===== config.mk =====
export PLATFORM = sky130hd
export DESIGN_NAME = tnfg_udiv
export DESIGN_NICKNAME = d
export VERILOG_FILES = /design/src/rtl/core/tnfg_pkg.sv /design/src/rtl/core/tnfg_udiv.sv
export SDC_FILE = /design/constraint.sdc
export NUM_CORES = 2
export LEC_CHECK = 0
export BUFFER_PORTS_ARGS = -buffer_cell sky130_fd_sc_hd__buf_2
export CAP_MARGIN = 20
export CORE_UTILIZATION = 50
export CTS_CLUSTER_SIZE = 16
export DETAILED_ROUTE_END_ITERATION = 10
export GPL_TIMING_DRIVEN = 0
export PLACE_DENSITY = 0.67
export SLEW_MARGIN = 25
export SYNTH_ARGS = -nofsm -noshare
export SYNTH_HDL_FRONTEND = slang
export SYNTH_SLANG_ARGS = --single-unit
export TNS_END_PERCENT = 5

===== constraint.sdc =====
create_clock -name aclk -period 4.1 [get_ports aclk]
set_clock_uncertainty 0.2 [all_clocks]
set_input_delay 0.41 -clock aclk [delete_from_list [all_inputs] [get_ports aclk]]
set_output_delay 0.41 -clock aclk [all_outputs]
set_load 0.05 [all_outputs]

===== src/rtl/core/tnfg_pkg.sv =====
// Shared constants, tables and types for the terrain normal pipeline.
`timescale 1ns / 1ps
`default_nettype none

package tnfg_pkg;

    // Field widths.
    localparam int LAT_W     = 30;
    localparam int LON_W     = 31;
    localparam int ELEV_W    = 24;
    localparam int MASK_W    = 5;
    localparam int POS_W     = 32;
    localparam int NRM_W     = 32;
    localparam int S_TDATA_W = 256;
    localparam int M_TDATA_W = 96;
    localparam int CFG_IDX_W = 1;

    // Configuration register indexes.
    localparam logic [CFG_IDX_W-1:0] CFG_ELEV_EN = 1'b0;
    localparam logic [CFG_IDX_W-1:0] CFG_NGEN_EN = 1'b1;

    // Angles in degrees, LSB 2^-22.
    localparam logic [30:0] DEG_FULL        = 31'd1509949440;
    localparam logic [30:0] DEG_THREE_QUART = 31'd1132462080;
    localparam logic [30:0] DEG_HALF        = 31'd754974720;
    localparam logic [30:0] DEG_QUARTER     = 31'd377487360;
    localparam logic [27:0] DEG_EIGHTH      = 28'd188743680;
    // pi/180 in Q38
    localparam logic [32:0] RAD_PER_DEG_Q38 = 33'd4797524517;
    localparam logic [30:0] Q30_ONE         = 31'd1073741824;

    // Horner series divisors and their Q32 reciprocals.
    localparam int SIN_STEPS = 5;
    localparam int COS_STEPS = 6;
    localparam logic [7:0] SIN_DIV [SIN_STEPS] = '{8'd110, 8'd72, 8'd42, 8'd20, 8'd6};
    localparam logic [7:0] COS_DIV [COS_STEPS] =
        '{8'd132, 8'd90, 8'd56, 8'd30, 8'd12, 8'd2};
    localparam logic [31:0] SIN_RECIP [SIN_STEPS] = '{
        32'(64'd4294967296 / 64'd110), 32'(64'd4294967296 / 64'd72),
        32'(64'd4294967296 / 64'd42),  32'(64'd4294967296 / 64'd20),
        32'(64'd4294967296 / 64'd6)};
    localparam logic [31:0] COS_RECIP [COS_STEPS] = '{
        32'(64'd4294967296 / 64'd132), 32'(64'd4294967296 / 64'd90),
        32'(64'd4294967296 / 64'd56),  32'(64'd4294967296 / 64'd30),
        32'(64'd4294967296 / 64'd12),  32'(64'd4294967296 / 64'd2)};

    // Pipeline depths.
    localparam int HSTEP_LAT   = 3;
    localparam int SC_PRE      = 4;
    localparam int SC_LAT      = SC_PRE + HSTEP_LAT * COS_STEPS + 1;
    localparam int CROSS_LAT   = 6;
    localparam int SQRT_STEPS  = 32;
    localparam int DIV_STEPS   = 31;
    localparam int SIDE_DEPTH  = SC_LAT + CROSS_LAT + SQRT_STEPS + DIV_STEPS;

    typedef struct packed {
        logic                    ok;
        logic                    flip;
        logic signed [POS_W-1:0] px;
        logic signed [POS_W-1:0] py;
        logic signed [POS_W-1:0] pz;
    } side_t;

    typedef struct packed {
        logic signed [32:0] cx;
        logic signed [32:0] cy;
        logic signed [32:0] cz;
    } cvec_t;

    typedef struct packed {
        logic neg_x;
        logic neg_y;
        logic neg_z;
        logic len_zero;
    } csign_t;

endpackage

`default_nettype wire


===== src/rtl/core/tnfg_udiv.sv =====
// Pipelined restoring divider: 63-bit numerator by 32-bit divisor, 31-bit quotient.
`timescale 1ns / 1ps
`default_nettype none

module tnfg_udiv (
    input  wire logic        aclk,
    input  wire logic        en,
    input  wire logic [62:0] num_i,
    input  wire logic [31:0] den_i,
    output logic      [30:0] quo_o
);
    import tnfg_pkg::*;

    logic [31:0] rem_pipe_reg [DIV_STEPS-1];
    logic [31:0] den_pipe_reg [DIV_STEPS-1];
    logic [30:0] num_pipe_reg [DIV_STEPS-1];
    logic [30:0] quo_pipe_reg [DIV_STEPS];

    for (genvar k = 0; k < DIV_STEPS; k++) begin : g_stage
        logic [31:0] rem_in;
        logic [31:0] den_in;
        logic [30:0] num_in;
        logic [30:0] quo_in;
        logic [32:0] trial;
        logic        take;

        if (k == 0) begin : g_first
            // quotient fits 31 bits, so the top half is already below the divisor
            assign rem_in = num_i[62:31];
            assign den_in = den_i;
            assign num_in = num_i[30:0];
            assign quo_in = 31'd0;
        end else begin : g_rest
            assign rem_in = rem_pipe_reg[k-1];
            assign den_in = den_pipe_reg[k-1];
            assign num_in = num_pipe_reg[k-1];
            assign quo_in = quo_pipe_reg[k-1];
        end

        assign trial = {rem_in, num_in[DIV_STEPS-1-k]};
        assign take  = trial >= {1'b0, den_in};

        always_ff @(posedge aclk) begin
            if (en) begin
                quo_pipe_reg[k] <= {quo_in[29:0], take};
            end
        end

        if (k < DIV_STEPS - 1) begin : g_carry
            always_ff @(posedge aclk) begin
                if (en) begin
                    rem_pipe_reg[k] <= take ? 32'(trial - {1'b0, den_in}) : trial[31:0];
                    den_pipe_reg[k] <= den_in;
                    num_pipe_reg[k] <= num_in;
                end
            end
        end
    end

    assign quo_o = quo_pipe_reg[DIV_STEPS-1];

endmodule

`default_nettype wire


== Word level (Yosys, flattened, before mapping) ==
Memories as Yosys holds them, arrays and structs flattened.
Index checks and enable logic that the tools add are counted.
Storage, ports and cells
  output and inout port bits: 31
  input port bits: 97
  bits in registers: 0
  RAM bits: 3811
  memories kept: 4
Memory list
  quo_pipe_reg: words 31, width 31, read ports 31, clocked after Yosys merged registers in 0, write ports 31, line tnfg_udiv.sv:17  | logic [30:0] quo_pipe_reg [DIV_STEPS];
  den_pipe_reg: words 30, width 32, read ports 30, clocked after Yosys merged registers in 0, write ports 30, line tnfg_udiv.sv:15  | logic [31:0] den_pipe_reg [DIV_STEPS-1];
  rem_pipe_reg: words 30, width 32, read ports 30, clocked after Yosys merged registers in 0, write ports 30, line tnfg_udiv.sv:14  | logic [31:0] rem_pipe_reg [DIV_STEPS-1];
  num_pipe_reg: words 30, width 31, read ports 30, clocked after Yosys merged registers in 0, write ports 30, line tnfg_udiv.sv:16  | logic [30:0] num_pipe_reg [DIV_STEPS-1];
Cells by class
  order comparisons: 31
  muxes and demuxes: 32
  $add $sub $neg: 30
Operators with widths (number)
  greater-or-equal comparator 33 x 32 -> 1 bit: 31
  two-way mux 32 bit: 30
  subtractor 32 bit: 30
  two-way mux 1 bit: 2

== Logic depth before layout (Yosys ltp) ==
An unclocked memory read counts as a cell.
  word-level depth: 3
  mapped depth: 15
  mapped depth without buffers: 13

== Worst setup path before layout ==
Ideal clock, no wire load.
  kind: flip-flop to flip-flop
  from: mem den_pipe_reg[10][1] (netlist: den_pipe_reg[2][65])
  to: mem rem_pipe_reg[11][25] (netlist: rem_pipe_reg[2][121]) (data pin)
  data arrival time: 3159 ps
  required time: 3640 ps
  stages on the path, launching flop included: 14
  setup slack: 482 ps
  buffers on the path: 1
  cells stage by stage: edfxtp_1 inv_1 ha_1 nor2b_1 o31a_1 o41ai_1 o211a_1 o2111a_1 nor2_1 a211oi_1 a21oi_1 o32ai_2 buf_2 mux2_2
RTL lines (line)
  start, declared: tnfg_udiv.sv:15
  end, declared: tnfg_udiv.sv:14

==> metrics.md <==
| Metric | Value |
|---|---|
| Hold worst-path end | `den_pipe_reg[0][0]` |
| Vias/cell | `5.66` |
| Initial DRC Count | `7,989` |
| Slowest CP cell | `clkbuf_1` |
| Final setup fails | `1` |
| Unrepaired setup endpoints after global routing | `yes` |
| Post-synthesis adder-cell area fraction | `8.69%` |
| Area of the multi-input gates | `0.0581 sq mm` |
| Hold_ws | `0.0749 ns` |
| Clock latency on the worst-skew pair | `0.92 ns` |
| GRT overflow | `0` |
| Largest net degree at the start of global routing | `150` |
| Total power | `137,000 uW` |
| Tot GR Track Use | `23.6%` |
| Worst Path Buf+Inv | `2` |
| Syn nets | `13,600` |
| Status | `complete, but fails checks` |
| Post-synthesis register bit count | `2,881` |
| Predominant post-synthesis flop cell | `edfxtp_1` |
| Worst-path clk slew | `0.06 ns` |
| Num CTS Buffers | `313` |
| Die area | `0.302 sq mm` |
| Worst path max stage delay | `0.62 ns` |
| Layout Nets | `14,200` |
| Post-Synthesis Cells | `12,500` |
| CORE AREA | `0.297 sq mm` |
| Router iterations before antenna repair | `5` |
| Crit share post-route | `100%` |
| Reg power frac | `34.5%` |
| Critical Path Fanout Max | `10` |
| Num Clock Sinks | `2,881` |
| Worst path top cell family by delay | `compound AO/OA/AOI/OAI gates` |
| Port Buffers | `127` |
| Seq. cell area | `0.0865 sq mm` |
| Compound-Gate Fraction of Synth Area | `13.4%` |
| Chip height | `549 um` |
| Share of cells above drive strength 1 | `10.2%` |
| Post-synthesis xor/xnor area fraction | `4.70%` |
| Placed cell count | `16,600` |
| Worst r2r path cells | `13` |
| Yosys cell types | `106` |
| EDFF count, synth | `2,881` |
| Hold path depth | `2` |
| Critical Path Most Common Cell | `a21oi_1` |
| First-pass GRT wire length | `554,000 um` |
| Min-Delay Startpoint | `den_i[0]` |
| Vias in the first global route | `95,400` |
| WP data arrival | `4.54 ns` |
| Failing checks | `negative setup slack` |
| Top cells by area, synth | `edfxtp_1 58%, ha_1 8.3%, a21oi_1 3.2%` |
| Yosys top cell by area | `edfxtp_1` |
| R2r endpoint | `rem_pipe_reg[1][89]` |
| Area Growth Syn to Fin | `12.6%` |
| Post-synthesis simple-gate area fraction | `8.28%` |
| Startpoint Class | `flip-flop` |
| Fin util | `56.7%` |
| Post-route DRC | `0` |
| Final Non-Filler Cells | `17,300` |
| DR WL/cell | `21.0 um` |
| Critical Path RT | `4.54 ns` |
| Clock power share | `20.0%` |
| Site Rows | `200` |
| Class of the most critical setup path | `flip-flop to flip-flop` |
| Logic gate share of total power | `45.5%` |
| Effective utilization at floorplan | `50.3%` |
| Share of the synthesized area in the top cell type | `57.8%` |
| Pwr dens | `815 mW/mm^2` |
| Final slew viol count | `0` |
| Max-cap violations | `0` |
| Antenna Violating Nets Remaining | `0` |
| Worst min path class | `input pin to flip-flop` |
| Switching share of power | `38.3%` |
| P_sw | `52,500 uW` |
| YS warnings | `0` |
| Detailed placer's ending HPWL | `273,000 um` |
| Crit. Startpoint | `rem_pipe_reg[1][40]` |
| CTS Root Cell | `clkbuf_16` |
| Fmax | `244 MHz` |
| Multiplexer share of the synthesized area | `3.22%` |
| Die W | `549 um` |
| Largest family of logic cells by synthesized area | `compound AO/OA/AOI/OAI gates` |
| CTS tree | `built` |
| Worst flop-to-flop path startpoint | `rem_pipe_reg[1][40]` |
| DRT Wirelength | `363,000 um` |
| Rel. slew slack | `37.2%` |
| Slew @ Worst Pin | `0.940 ns` |
| Fin. Hold Viols | `0` |
| Fillers | `24,500` |
| Fin crit period | `4.10 ns` |
| Initial antenna violation count | `16` |
| Count leader, synth | `edfxtp_1` |
| Bufs on Longest Clock Path | `4` |
| Internal Pwr Total | `84,800 uW` |
| IO Pins | `128` |
| Vias post-DR | `97,800` |
| R2R Setup Slk | `-0.002 ns` |
| Avg Cell Area, Syn | `12.0 sq um` |
| Final WS setup | `-0.00191 ns` |
| Register area share after synthesis | `57.8%` |
| Worst VDD drop | `0.423 mV` |
| Cell Chain, Critical Path | `ha_1 > clkbuf_1 > nand4_1 > a21oi_1 > o21ai_0 > a21oi_1 > o211ai_1 > nand4_1 > nand2_1 > a21oi_4 > clkbuf_1 > nor2_1 > a21oi_1` |
| LEAKAGE | `0.0676 uW` |
| Synth cell count leaders | `2,881 x edfxtp_1, 1,244 x inv_1, 992 x ha_1` |
| Placer Congestion | `0.937` |
| H-tree levels | `5` |
| Synthesized area | `0.150 sq mm` |
| Crit end category | `flip-flop` |
| Synth async-reset ratio | `0%` |
power by group through the flow:
stage / clock network (uW) / logic (uW) / registers, uW
finish: 27400 / 62400 / 47400
global route: 29200 / 68800 / 48000
CTS: 28200 / 61400 / 47400
detailed placement: 0 / 59900 / 47800
global placement: 0 / 58700 / 50000
floorplan: 0 / 44500 / 45400
layout make-up:
type,count,share of cell area [%]
timing repair buffer,305,1.68
clock buffer,362,4.80
tap,3939,2.92
inverter,1245,2.77
sequential,2881,51.3
antenna,4,0.00594
multi-input combinational,8051,34.5
clock inverter,210,1.15
buffer,287,0.829
through the flow:
stage                TNS, ns  instance area (sq um)  worst slack (ns)
floorplan                  0                 150000             0.482
global placement           -                 155000            -41.77
detailed placement   -507.90                 156000            -0.922
CTS                    -5.52                 168000            -0.199
global route           -7.36                 168000            -0.189
finish              -0.00191                 168000          -0.00191
metal layers:
layer | track usage, % | wire length (um) | up-vias
met1 | 32.7 | 165000 | 47200
li1 | - | - | 47200
met5 | 0 | 24 | -
met2 | 38.5 | 168000 | 2722
met3 | 2.23 | 15600 | 682
met4 | 8.85 | 14100 | 4
worst register-to-register path, cell delays in order, from the launching register on:
cell and delay, ns:
edfxtp_1 0.44, ha_1 0.30, clkbuf_1 0.26, nand4_1 0.14
a21oi_1 0.13, o21ai_0 0.18, a21oi_1 0.22, o211ai_1 0.16
nand4_1 0.12, nand2_1 0.16, a21oi_4 0.43, clkbuf_1 0.62
nor2_1 0.11, a21oi_1 0.39
cell families after synthesis:
| group | Yosys count |
|---|---|
| AO/OA/AOI/OAI | 3173 |
| flip-flops | 2881 |
| AND/OR/NAND/NOR | 2628 |
| buffers and inverters | 1534 |
| adder cells (fa/ha/maj) | 1022 |
| XOR/XNOR | 803 |
| multiplexers | 425 |
cell usage in the layout (no fill, tap or decap), types with 34 or more instances in the layout:
master / count
clkinv_1: 67
buf_4: 48
nor2b_1: 146
edfxtp_1: 2881
xor2_1: 335
nor2_1: 642
a21o_1: 470
o31a_1: 48
o21ai_0: 750
inv_1: 1242
clkbuf_2: 34
mux2i_1: 40
ha_1: 988
a31oi_1: 94
nor3_1: 124
a211oi_1: 56
o21bai_1: 125
or3_1: 42
clkbuf_1: 218
nand4_1: 146
and2_1: 53
o211ai_1: 59
a21oi_1: 938
and3_1: 97
clkbuf_16: 316
or2_2: 38
o21a_1: 124
nand2b_1: 113
nand3_1: 190
clkinv_2: 51
xnor2_1: 468
buf_2: 153
o31ai_1: 51
mux2_2: 355
nand2_1: 897
dlygate4sd3_1: 127
repair_timing:
| action | 4_1_cts | 5_1_grt |
|---|---|---|
| setup endpoints to repair | 804 | 792 |
| pin swaps | 15 | 25 |
| setup buffers | 18 | 8 |
| endpoints found under the hold margin | 215 | 0 |
| hold buffers | 130 | 0 |
| resized for setup | 143 | 186 |
worst max path at each step:
stage,to,slack (ns),cells past startpoint
final,rem_pipe_reg[1][89],-0.002,13
after global routing,rem_pipe_reg[1][89],-0.19,14
after CTS,rem_pipe_reg[5][57],-0.20,13
after detailed placement,num_pipe_reg[28][0],-0.92,7
after global placement,quo_pipe_reg[29][23],-41.77,1
after floorplan,rem_pipe_reg[2][121],0.48,13
Note: power is estimated with default switching activity, not from simulation.
