[src/rtl/core/tnfg_pkg.sv]
// Shared constants, tables and types for the terrain normal pipeline.
`timescale 1ns / 1ps
`default_nettype none

package tnfg_pkg;

    // Field widths.
    localparam int LAT_W     = 30;
    localparam int LON_W     = 31;
    localparam int ELEV_W    = 24;
    localparam int MASK_W    = 5;
    localparam int POS_W     = 32;
    localparam int NRM_W     = 32;
    localparam int S_TDATA_W = 256;
    localparam int M_TDATA_W = 96;
    localparam int CFG_IDX_W = 1;

    // Configuration register indexes.
    localparam logic [CFG_IDX_W-1:0] CFG_ELEV_EN = 1'b0;
    localparam logic [CFG_IDX_W-1:0] CFG_NGEN_EN = 1'b1;

    // Angles in degrees, LSB 2^-22.
    localparam logic [30:0] DEG_FULL        = 31'd1509949440;
    localparam logic [30:0] DEG_THREE_QUART = 31'd1132462080;
    localparam logic [30:0] DEG_HALF        = 31'd754974720;
    localparam logic [30:0] DEG_QUARTER     = 31'd377487360;
    localparam logic [27:0] DEG_EIGHTH      = 28'd188743680;
    // pi/180 in Q38
    localparam logic [32:0] RAD_PER_DEG_Q38 = 33'd4797524517;
    localparam logic [30:0] Q30_ONE         = 31'd1073741824;

    // Horner series divisors and their Q32 reciprocals.
    localparam int SIN_STEPS = 5;
    localparam int COS_STEPS = 6;
    localparam logic [7:0] SIN_DIV [SIN_STEPS] = '{8'd110, 8'd72, 8'd42, 8'd20, 8'd6};
    localparam logic [7:0] COS_DIV [COS_STEPS] =
        '{8'd132, 8'd90, 8'd56, 8'd30, 8'd12, 8'd2};
    localparam logic [31:0] SIN_RECIP [SIN_STEPS] = '{
        32'(64'd4294967296 / 64'd110), 32'(64'd4294967296 / 64'd72),
        32'(64'd4294967296 / 64'd42),  32'(64'd4294967296 / 64'd20),
        32'(64'd4294967296 / 64'd6)};
    localparam logic [31:0] COS_RECIP [COS_STEPS] = '{
        32'(64'd4294967296 / 64'd132), 32'(64'd4294967296 / 64'd90),
        32'(64'd4294967296 / 64'd56),  32'(64'd4294967296 / 64'd30),
        32'(64'd4294967296 / 64'd12),  32'(64'd4294967296 / 64'd2)};

    // Pipeline depths.
    localparam int HSTEP_LAT   = 3;
    localparam int SC_PRE      = 4;
    localparam int SC_LAT      = SC_PRE + HSTEP_LAT * COS_STEPS + 1;
    localparam int CROSS_LAT   = 6;
    localparam int SQRT_STEPS  = 32;
    localparam int DIV_STEPS   = 31;
    localparam int SIDE_DEPTH  = SC_LAT + CROSS_LAT + SQRT_STEPS + DIV_STEPS;

    typedef struct packed {
        logic                    ok;
        logic                    flip;
        logic signed [POS_W-1:0] px;
        logic signed [POS_W-1:0] py;
        logic signed [POS_W-1:0] pz;
    } side_t;

    typedef struct packed {
        logic signed [32:0] cx;
        logic signed [32:0] cy;
        logic signed [32:0] cz;
    } cvec_t;

    typedef struct packed {
        logic neg_x;
        logic neg_y;
        logic neg_z;
        logic len_zero;
    } csign_t;

endpackage

`default_nettype wire

[src/rtl/core/tnfg_isqrt.sv]
// Pipelined integer square root of a 64-bit value, one result bit per stage.
`timescale 1ns / 1ps
`default_nettype none

module tnfg_isqrt (
    input  wire logic        aclk,
    input  wire logic        en,
    input  wire logic [63:0] rad_i,
    output logic      [31:0] root_o
);
    import tnfg_pkg::*;

    logic [63:0] n_pipe_reg   [SQRT_STEPS-1];
    logic [63:0] res_pipe_reg [SQRT_STEPS];

    for (genvar j = 0; j < SQRT_STEPS; j++) begin : g_stage
        localparam logic [63:0] BIT = 64'd1 << (62 - 2*j);
        logic [63:0] n_in;
        logic [63:0] res_in;
        logic [63:0] trial;
        logic        take;

        if (j == 0) begin : g_first
            assign n_in   = rad_i;
            assign res_in = 64'd0;
        end else begin : g_rest
            assign n_in   = n_pipe_reg[j-1];
            assign res_in = res_pipe_reg[j-1];
        end

        assign trial = res_in + BIT;
        assign take  = n_in >= trial;

        always_ff @(posedge aclk) begin
            if (en) begin
                res_pipe_reg[j] <= take ? (res_in >> 1) + BIT : res_in >> 1;
            end
        end

        if (j < SQRT_STEPS - 1) begin : g_rem
            always_ff @(posedge aclk) begin
                if (en) begin
                    n_pipe_reg[j] <= take ? n_in - trial : n_in;
                end
            end
        end
    end

    assign root_o = res_pipe_reg[SQRT_STEPS-1][31:0];

endmodule

`default_nettype wire

[config.mk]
export PLATFORM = sky130hd
export DESIGN_NAME = tnfg_isqrt
export DESIGN_NICKNAME = d
export VERILOG_FILES = /design/src/rtl/core/tnfg_pkg.sv /design/src/rtl/core/tnfg_isqrt.sv
export SDC_FILE = /design/constraint.sdc
export NUM_CORES = 2
export LEC_CHECK = 0
export BUFFER_PORTS_ARGS = -buffer_cell sky130_fd_sc_hd__clkbuf_2
export CAP_MARGIN = 20
export CORE_MARGIN = 4
export CORE_UTILIZATION = 58
export DETAILED_ROUTE_END_ITERATION = 7
export PLACE_DENSITY = 0.77
export SYNTH_ARGS = -nofsm -noshare
export SYNTH_HDL_FRONTEND = slang
export SYNTH_SLANG_ARGS = --single-unit
[constraint.sdc]
create_clock -name aclk -period 3.2 [get_ports aclk]
set_input_delay 0.8 -clock aclk [delete_from_list [all_inputs] [get_ports aclk]]
set_output_delay 0.8 -clock aclk [all_outputs]
set_load 0.005 [all_outputs]
=== Word level (Yosys, flattened, before mapping) ===
Memory sizes are Yosys's and may differ from the RTL's.
Cells that the tools add are included.

* Input bits: 66
* Memories: 2
* RAM bits: 4032
* Flip-flop bits (word level): 0

{| class="wikitable"
|+ Memories
! name !! words !! bits a word !! read ports !! clocked after Yosys merged registers in !! write ports !! RTL line !! text
|-
| res_pipe_reg || 32 || 64 || 32 || 0 || 32 || tnfg_isqrt.sv:14 || <nowiki>logic [63:0] res_pipe_reg [SQRT_STEPS];</nowiki>
|-
| n_pipe_reg || 31 || 64 || 31 || 0 || 31 || tnfg_isqrt.sv:13 || <nowiki>logic [63:0] n_pipe_reg [SQRT_STEPS-1];</nowiki>
|}

* Order comparisons: 32
* Muxes and demuxes: 65
* Add/sub/neg operators: 93

{| class="wikitable"
|+ Operators with widths
! kind !! number
|-
| 64-bit 2-to-1 mux || 62
|-
| 64-bit greater-or-equal comparator || 31
|-
| 64-bit subtractor || 30
|-
| 63-bit by 1-bit adder with 64-bit output (second input constant) || 1
|-
| 63-bit by 11-bit adder with 64-bit output (second input constant) || 1
|-
| 63-bit by 13-bit adder with 64-bit output (second input constant) || 1
|-
| 63-bit by 15-bit adder with 64-bit output (second input constant) || 1
|-
| 63-bit by 17-bit adder with 64-bit output (second input constant) || 1
|-
| 63-bit by 19-bit adder with 64-bit output (second input constant) || 1
|-
| 63-bit by 21-bit adder with 64-bit output (second input constant) || 1
|-
| 63-bit by 23-bit adder with 64-bit output (second input constant) || 1
|-
| 63-bit by 25-bit adder with 64-bit output (second input constant) || 1
|-
| 63-bit by 27-bit adder with 64-bit output (second input constant) || 1
|-
| 63-bit by 29-bit adder with 64-bit output (second input constant) || 1
|-
| 63-bit by 3-bit adder with 64-bit output (second input constant) || 1
|-
| 63-bit by 31-bit adder with 64-bit output (second input constant) || 1
|-
| 63-bit by 33-bit adder with 64-bit output (second input constant) || 1
|-
| 63-bit by 35-bit adder with 64-bit output (second input constant) || 1
|-
| 63-bit by 37-bit adder with 64-bit output (second input constant) || 1
|-
| 63-bit by 39-bit adder with 64-bit output (second input constant) || 1
|-
| 63-bit by 41-bit adder with 64-bit output (second input constant) || 1
|-
| 63-bit by 43-bit adder with 64-bit output (second input constant) || 1
|-
| 63-bit by 45-bit adder with 64-bit output (second input constant) || 1
|-
| 63-bit by 47-bit adder with 64-bit output (second input constant) || 1
|-
| other kinds (45) || 46
|}

=== Depth between registers and ports, before layout ===
An unclocked memory read counts as a cell.

* Depth after elaboration: 4
* Depth in mapped cells: 16
* Gate-level depth less buffers: 12

=== Least setup slack after synthesis ===
Ideal clock, no wire load.

* Path type: register to register
* Start point: memory n_pipe_reg[25][13], in the netlist n_pipe_reg[1][589]
* End point: memory n_pipe_reg[26][12], in the netlist n_pipe_reg[1][652], data pin
* Stages on the path, launching flop included: 13
* Data arrival time: 3.164 ns
* Path buffers: 3
* Path slack: -0.234 ns
* Library setup time: 0.270 ns
* Required time: 2.930 ns
* Cells stage by stage: edfxtp_1 > ha_1 > or4b_2 > nor4b_1 > nand4_1 > o211a_1 > and2_1 > and2_1 > clkbuf_1 > inv_1 > clkbuf_1 > clkbuf_1 > a21oi_1

{| class="wikitable"
|+ RTL lines
! what !! RTL line
|-
| start: declaration || tnfg_isqrt.sv:13
|}

==> impl_summary.txt <==
----------------------------------------------------
[Status]
  Run status ... complete, but fails checks
  Failing checks ... negative setup slack

[Pwr]
  Net switching power ... 32.5 mW
  Cell internal power dissipation ... 74.0 mW
  Fraction of power spent switching nets ... 30.5%
  Clock share of power ... 29.7%
  Total power ... 107 mW
  Worst vdd ir ... 0.666 mV
  Power density cells ... 698 mW/mm^2
  Static leakage ... 59.5 nW
  Part of the total power dissipated in sequential elements ... 42.8%
  Portion of total power attributed to combinational logic ... 27.5%

[Setup path]
  Critical path launch point type ... flop
  Cell family with the largest share of critical-path delay ... simple AND/OR/NAND/NOR gates
  Maximum single-stage delay on the critical path ... 0.55 ns
  Worst path cell trace ... or4_4 > or3_4 > or4_4 > or2_4 > or3_4 > nor3_4 > and3_4 > clkinv_8 > buf_12 > nor2_4 > a21oi_2
  Critical path data arrival time ... 4.25 ns
  Worst setup path class ... reg -> reg
  Worst-path cell with the longest stage delay ... sky130_fd_sc_hd__or4_4
  Critical Path Start ... n_pipe_reg[1][758]
  Reg-to-reg critical path endpoint ... n_pipe_reg[1][787]
  Critical path depth ... 11
  CP Data Required Time ... 3.83 ns
  FF-to-FF setup slack ... -0.42 ns
  End point of the critical path ... n_pipe_reg[1][787]
  Critical path fanouts, max ... 8
  Worst R2R Path Depth ... 11
  Endpoint class of the critical path ... flop
  Worst r2r src ... n_pipe_reg[1][758]
  Critical path buffer and inverter count ... 2

[Yosys]
  Post-synth cell types ... 91
  Number of synthesized flops with an enable pin ... 2512
  Number of instances in the synthesized netlist ... 9731
  Flop and latch count out of synthesis ... 2512
  Post-synthesis share of cell area spent on full adders, half adders and majority gates ... 5.76%
  Synth warnings ... 0
  Area of the mapped netlist ... 0.121 mm^2
  Average cell area after synthesis ... 12.5 um^2
  Prevailing post-synth register cell ... sky130_fd_sc_hd__edfxtp_1
  Post-Synthesis Net Count ... 10355
  Dominant combinational cell family by area after synthesis ... simple AND/OR/NAND/NOR gates
  Fraction of synthesized area in multiplexers ... 0.617%
  Share of async-settable or async-resettable flops after synthesis ... 0%
  Synthesized-area fraction occupied by ao, oa, aoi and oai cells ... 9.78%
  Synth Area in Simple Gates ... 12.3%
  Register area share after synthesis ... 62.3%
  XOR/XNOR share of the synthesized area ... 6.40%

[Global route]
  First-pass GRT wire length ... 522000 um
  Antenna violations before repair ... 13
  Global-route usage over all layers ... 31.5%
  Vias in the first global route ... 86721
  Largest net degree at the start of global routing ... 138
  GRT overflow ... 0

[Drt]
  Iter 0 DRT Violations ... 9779
  DR vias/cell ... 6.13
  Post-route ant nets ... 0
  WL per Instance ... 24.7 um
  DRC ... 0
  Total Routed Length ... 358000 um
  First-pass DRT Iterations ... 6
  Via Count ... 89051

[Place]
  Placed cell count ... 13770
  Total half-perimeter wirelength after legalization and detailed placement ... 252000 um
  Area post-placement ... 0.135 mm^2
  GPL Wtd Cong ... 0.978
  Quantity of I/O buffers inserted on ports ... 97

[Hold path]
  Worst hold path type ... in -> reg

[Layout]
  Area used by sequential logic in the layout ... 0.0754 mm^2
  Area of combinational cells with multiple inputs ... 0.0478 mm^2
  Post-route design area ... 0.153 mm^2
  Flip-flop count of the largest register, all copies and words added ... 1984
  Post-layout net count ... 12170
  Utilization after layout ... 73.6%
  Area growth, synth to finish ... 26.0%
  Number of fill cells in the layout ... 12921
  Share of final-layout standard cells stronger than drive strength 1 ... 25.3%
  Fin cells ... 14530

[Floorplan]
  Die X-Extent ... 465 um
  Full die area ... 0.216 mm^2
  Row cnt ... 167
  Starting utilization of the core area ... 58.4%
  Placeable core area ... 0.207 mm^2
  Boundary pin count ... 98
  Die height ... 465 um

[CTS]
  TritonCTS buffer count ... 278
  Master cell of the clock root buffer ... sky130_fd_sc_hd__clkbuf_16
  Clock-pin slew on the worst setup and hold paths ... 0.06 ns
  Htree depth ... 5
  TritonCTS clock tree ... built
  CTS Sinks ... 2512
  Later-pin clock latency in the skew report ... 0.94 ns
  Number of buffers on the longest clock path ... 4

[Timing]
  Unrepaired setup endpoints after global routing ... true
  Final setup violating endpoints ... 220
  Crit path time final ... 3.62 ns
  Worst hold-check slack ... 0.0556 ns
  Layout Skew ... 0.0759 ns
  Peak Freq ... 0.276 GHz
  Transition time at the pin with the least slew margin ... 0.901 ns
  Max-slew violation count ... 0
  Final Cycle Share ... 113%
  Final number of hold-violating endpoints ... 0
  Worst slew slack as a fraction of its limit ... 39.4%
  Worst Setup Slack, final ... -0.418 ns

[Run]
  Max-cap violations ... 0

----------------------------------------------------
[layout make-up]
type                       count  area share, %
multi-input combinational   6310           31.3
timing repair inverter         1        0.00737
antenna                        4        0.00655
inverter                     723           1.81
timing repair buffer        1720           9.43
tap                         2788           2.28
sequential                  2512           49.4
clock inverter               136          0.963
clock buffer                 336           4.81
[layer usage]
metal | track usage, % | part of all wire (%) | up-vias
met3 | 4.03 | 7.1 | 1073
met2 | 54.3 | 49 | 4414
met1 | 39.7 | 38 | 43462
met4 | 14.9 | 5.9 | 4
met5 | 0 | 0.0064 | -
li1 | - | - | 40098
[Yosys cell counts (all sizes together) (49+ instances only)]
library cell	n	area share, %
edfxtp	2512	62
nand3	170	0.70
inv	722	2.2
ha	558	5.8
or3	95	0.49
xnor2	491	3.5
a21o	251	1.6
o21a	93	0.58
a21oi	629	2.6
xor2	394	2.8
nor2b	72	0.37
nor4	312	1.6
o31ai	49	0.30
nand2	616	1.9
nand2b	107	0.55
clkbuf	157	0.49
mux2	61	0.57
o21ai	458	1.9
a31oi	62	0.32
nor4b	52	0.38
and3	51	0.26
nor3	296	1.2
nand4	160	0.83
nor2	650	2.0
or4	55	0.34
[power by group through the flow]
| stage | combinational [mW] | sequential, mW | clock (mW) |
|---|---|---|---|
| finish | 29.3 | 45.6 | 31.7 |
| global route | 31.6 | 45.8 | 33.4 |
| CTS | 26.9 | 45.4 | 32.0 |
| detailed placement | 25.6 | 45.9 | 0 |
| global placement | 25.2 | 45.8 | 0 |
| floorplan | 15.3 | 44.3 | 0 |
[worst min-delay path by stage]
stage | startpoint | endpoint | slack (ns) | depth (start not counted)
finish | rad_i[50] | n_pipe_reg[0][50] | 0.06 | 1
global route | rad_i[55] | n_pipe_reg[0][55] | 0.03 | 1
CTS | rad_i[7] | n_pipe_reg[0][7] | 0.0001 | 1
detailed placement | n_pipe_reg[1][385] | n_pipe_reg[1][449] | 0.43 | 0
global placement | n_pipe_reg[0][46] | n_pipe_reg[0][110] | 0.43 | 0
floorplan | n_pipe_reg[0][413] | n_pipe_reg[0][477] | 0.42 | 0
[placed cells by master (no fill, tap or decap), types with 48 or more instances in the layout]
| master | Yosys | routed |
|---|---|---|
| sky130_fd_sc_hd__ha_1 | 558 | 494 |
| sky130_fd_sc_hd__o21ai_0 | 454 | 369 |
| sky130_fd_sc_hd__a21oi_1 | 628 | 519 |
| sky130_fd_sc_hd__edfxtp_1 | 2512 | 2512 |
| sky130_fd_sc_hd__xor2_1 | 394 | 389 |
| sky130_fd_sc_hd__clkbuf_16 | 0 | 293 |
| sky130_fd_sc_hd__nand2_1 | 616 | 574 |
| sky130_fd_sc_hd__nor4_1 | 310 | 257 |
| sky130_fd_sc_hd__buf_4 | 2 | 1411 |
| sky130_fd_sc_hd__buf_12 | 0 | 62 |
| sky130_fd_sc_hd__or3_1 | 95 | 80 |
| sky130_fd_sc_hd__xnor2_1 | 491 | 461 |
| sky130_fd_sc_hd__a21oi_2 | 1 | 89 |
| sky130_fd_sc_hd__mux2_2 | 60 | 58 |
| sky130_fd_sc_hd__nand2b_1 | 107 | 102 |
| sky130_fd_sc_hd__buf_6 | 4 | 71 |
| sky130_fd_sc_hd__nor3_1 | 293 | 238 |
| sky130_fd_sc_hd__nor2b_1 | 72 | 65 |
| sky130_fd_sc_hd__o21a_1 | 93 | 90 |
| sky130_fd_sc_hd__nand4_1 | 160 | 160 |
| sky130_fd_sc_hd__a21o_1 | 251 | 250 |
| sky130_fd_sc_hd__nor2_1 | 650 | 566 |
| sky130_fd_sc_hd__clkbuf_1 | 157 | 50 |
| sky130_fd_sc_hd__nor2_4 | 0 | 70 |
| sky130_fd_sc_hd__clkbuf_2 | 0 | 97 |
| sky130_fd_sc_hd__ha_4 | 0 | 48 |
| sky130_fd_sc_hd__inv_1 | 716 | 695 |
| sky130_fd_sc_hd__nand3_1 | 170 | 141 |
[logic make-up after synthesis]
kind of cell | Yosys count
multiplexers | 67
flip-flops | 2512
AND/OR/NAND/NOR | 2884
XOR/XNOR | 885
buffers and inverters | 914
adder cells (fa/ha/maj) | 558
AO/OA/AOI/OAI | 1911
[per-stage QoR]
step | setup TNS [ns] | setup slack [ns]
3_5_place_dp | -120.05 | -0.884
5_1_grt | -73.23 | -0.576
6_report | -43.92 | -0.418
2_1_floorplan | -4.82 | -0.153
3_3_place_gp | -98.65 | -0.909
4_1_cts | -31.25 | -0.359
[repair_timing]
| action | 4_1_cts | 5_1_grt |
|---|---|---|
| pin swaps | 160 | 229 |
| gates cloned | 29 | 15 |
| endpoints found under the hold margin | 35 | 0 |
| hold buffers | 35 | 0 |
| buffers inserted | 85 | 154 |
| endpoints found under the setup margin | 582 | 695 |
| resized for setup | 561 | 742 |
[worst register-to-register path: cells and delay by family, from the launching register on]
| family | cells | cell delay, ns |
|---|---|---|
| flip-flops | 1 | 0.41 |
| AND/OR/NAND/NOR | 8 | 2.52 |
| AO/OA/AOI/OAI | 1 | 0.04 |
| buffers and inverters | 2 | 0.34 |
No activity file was read; power rests on OpenSTA's default activity.
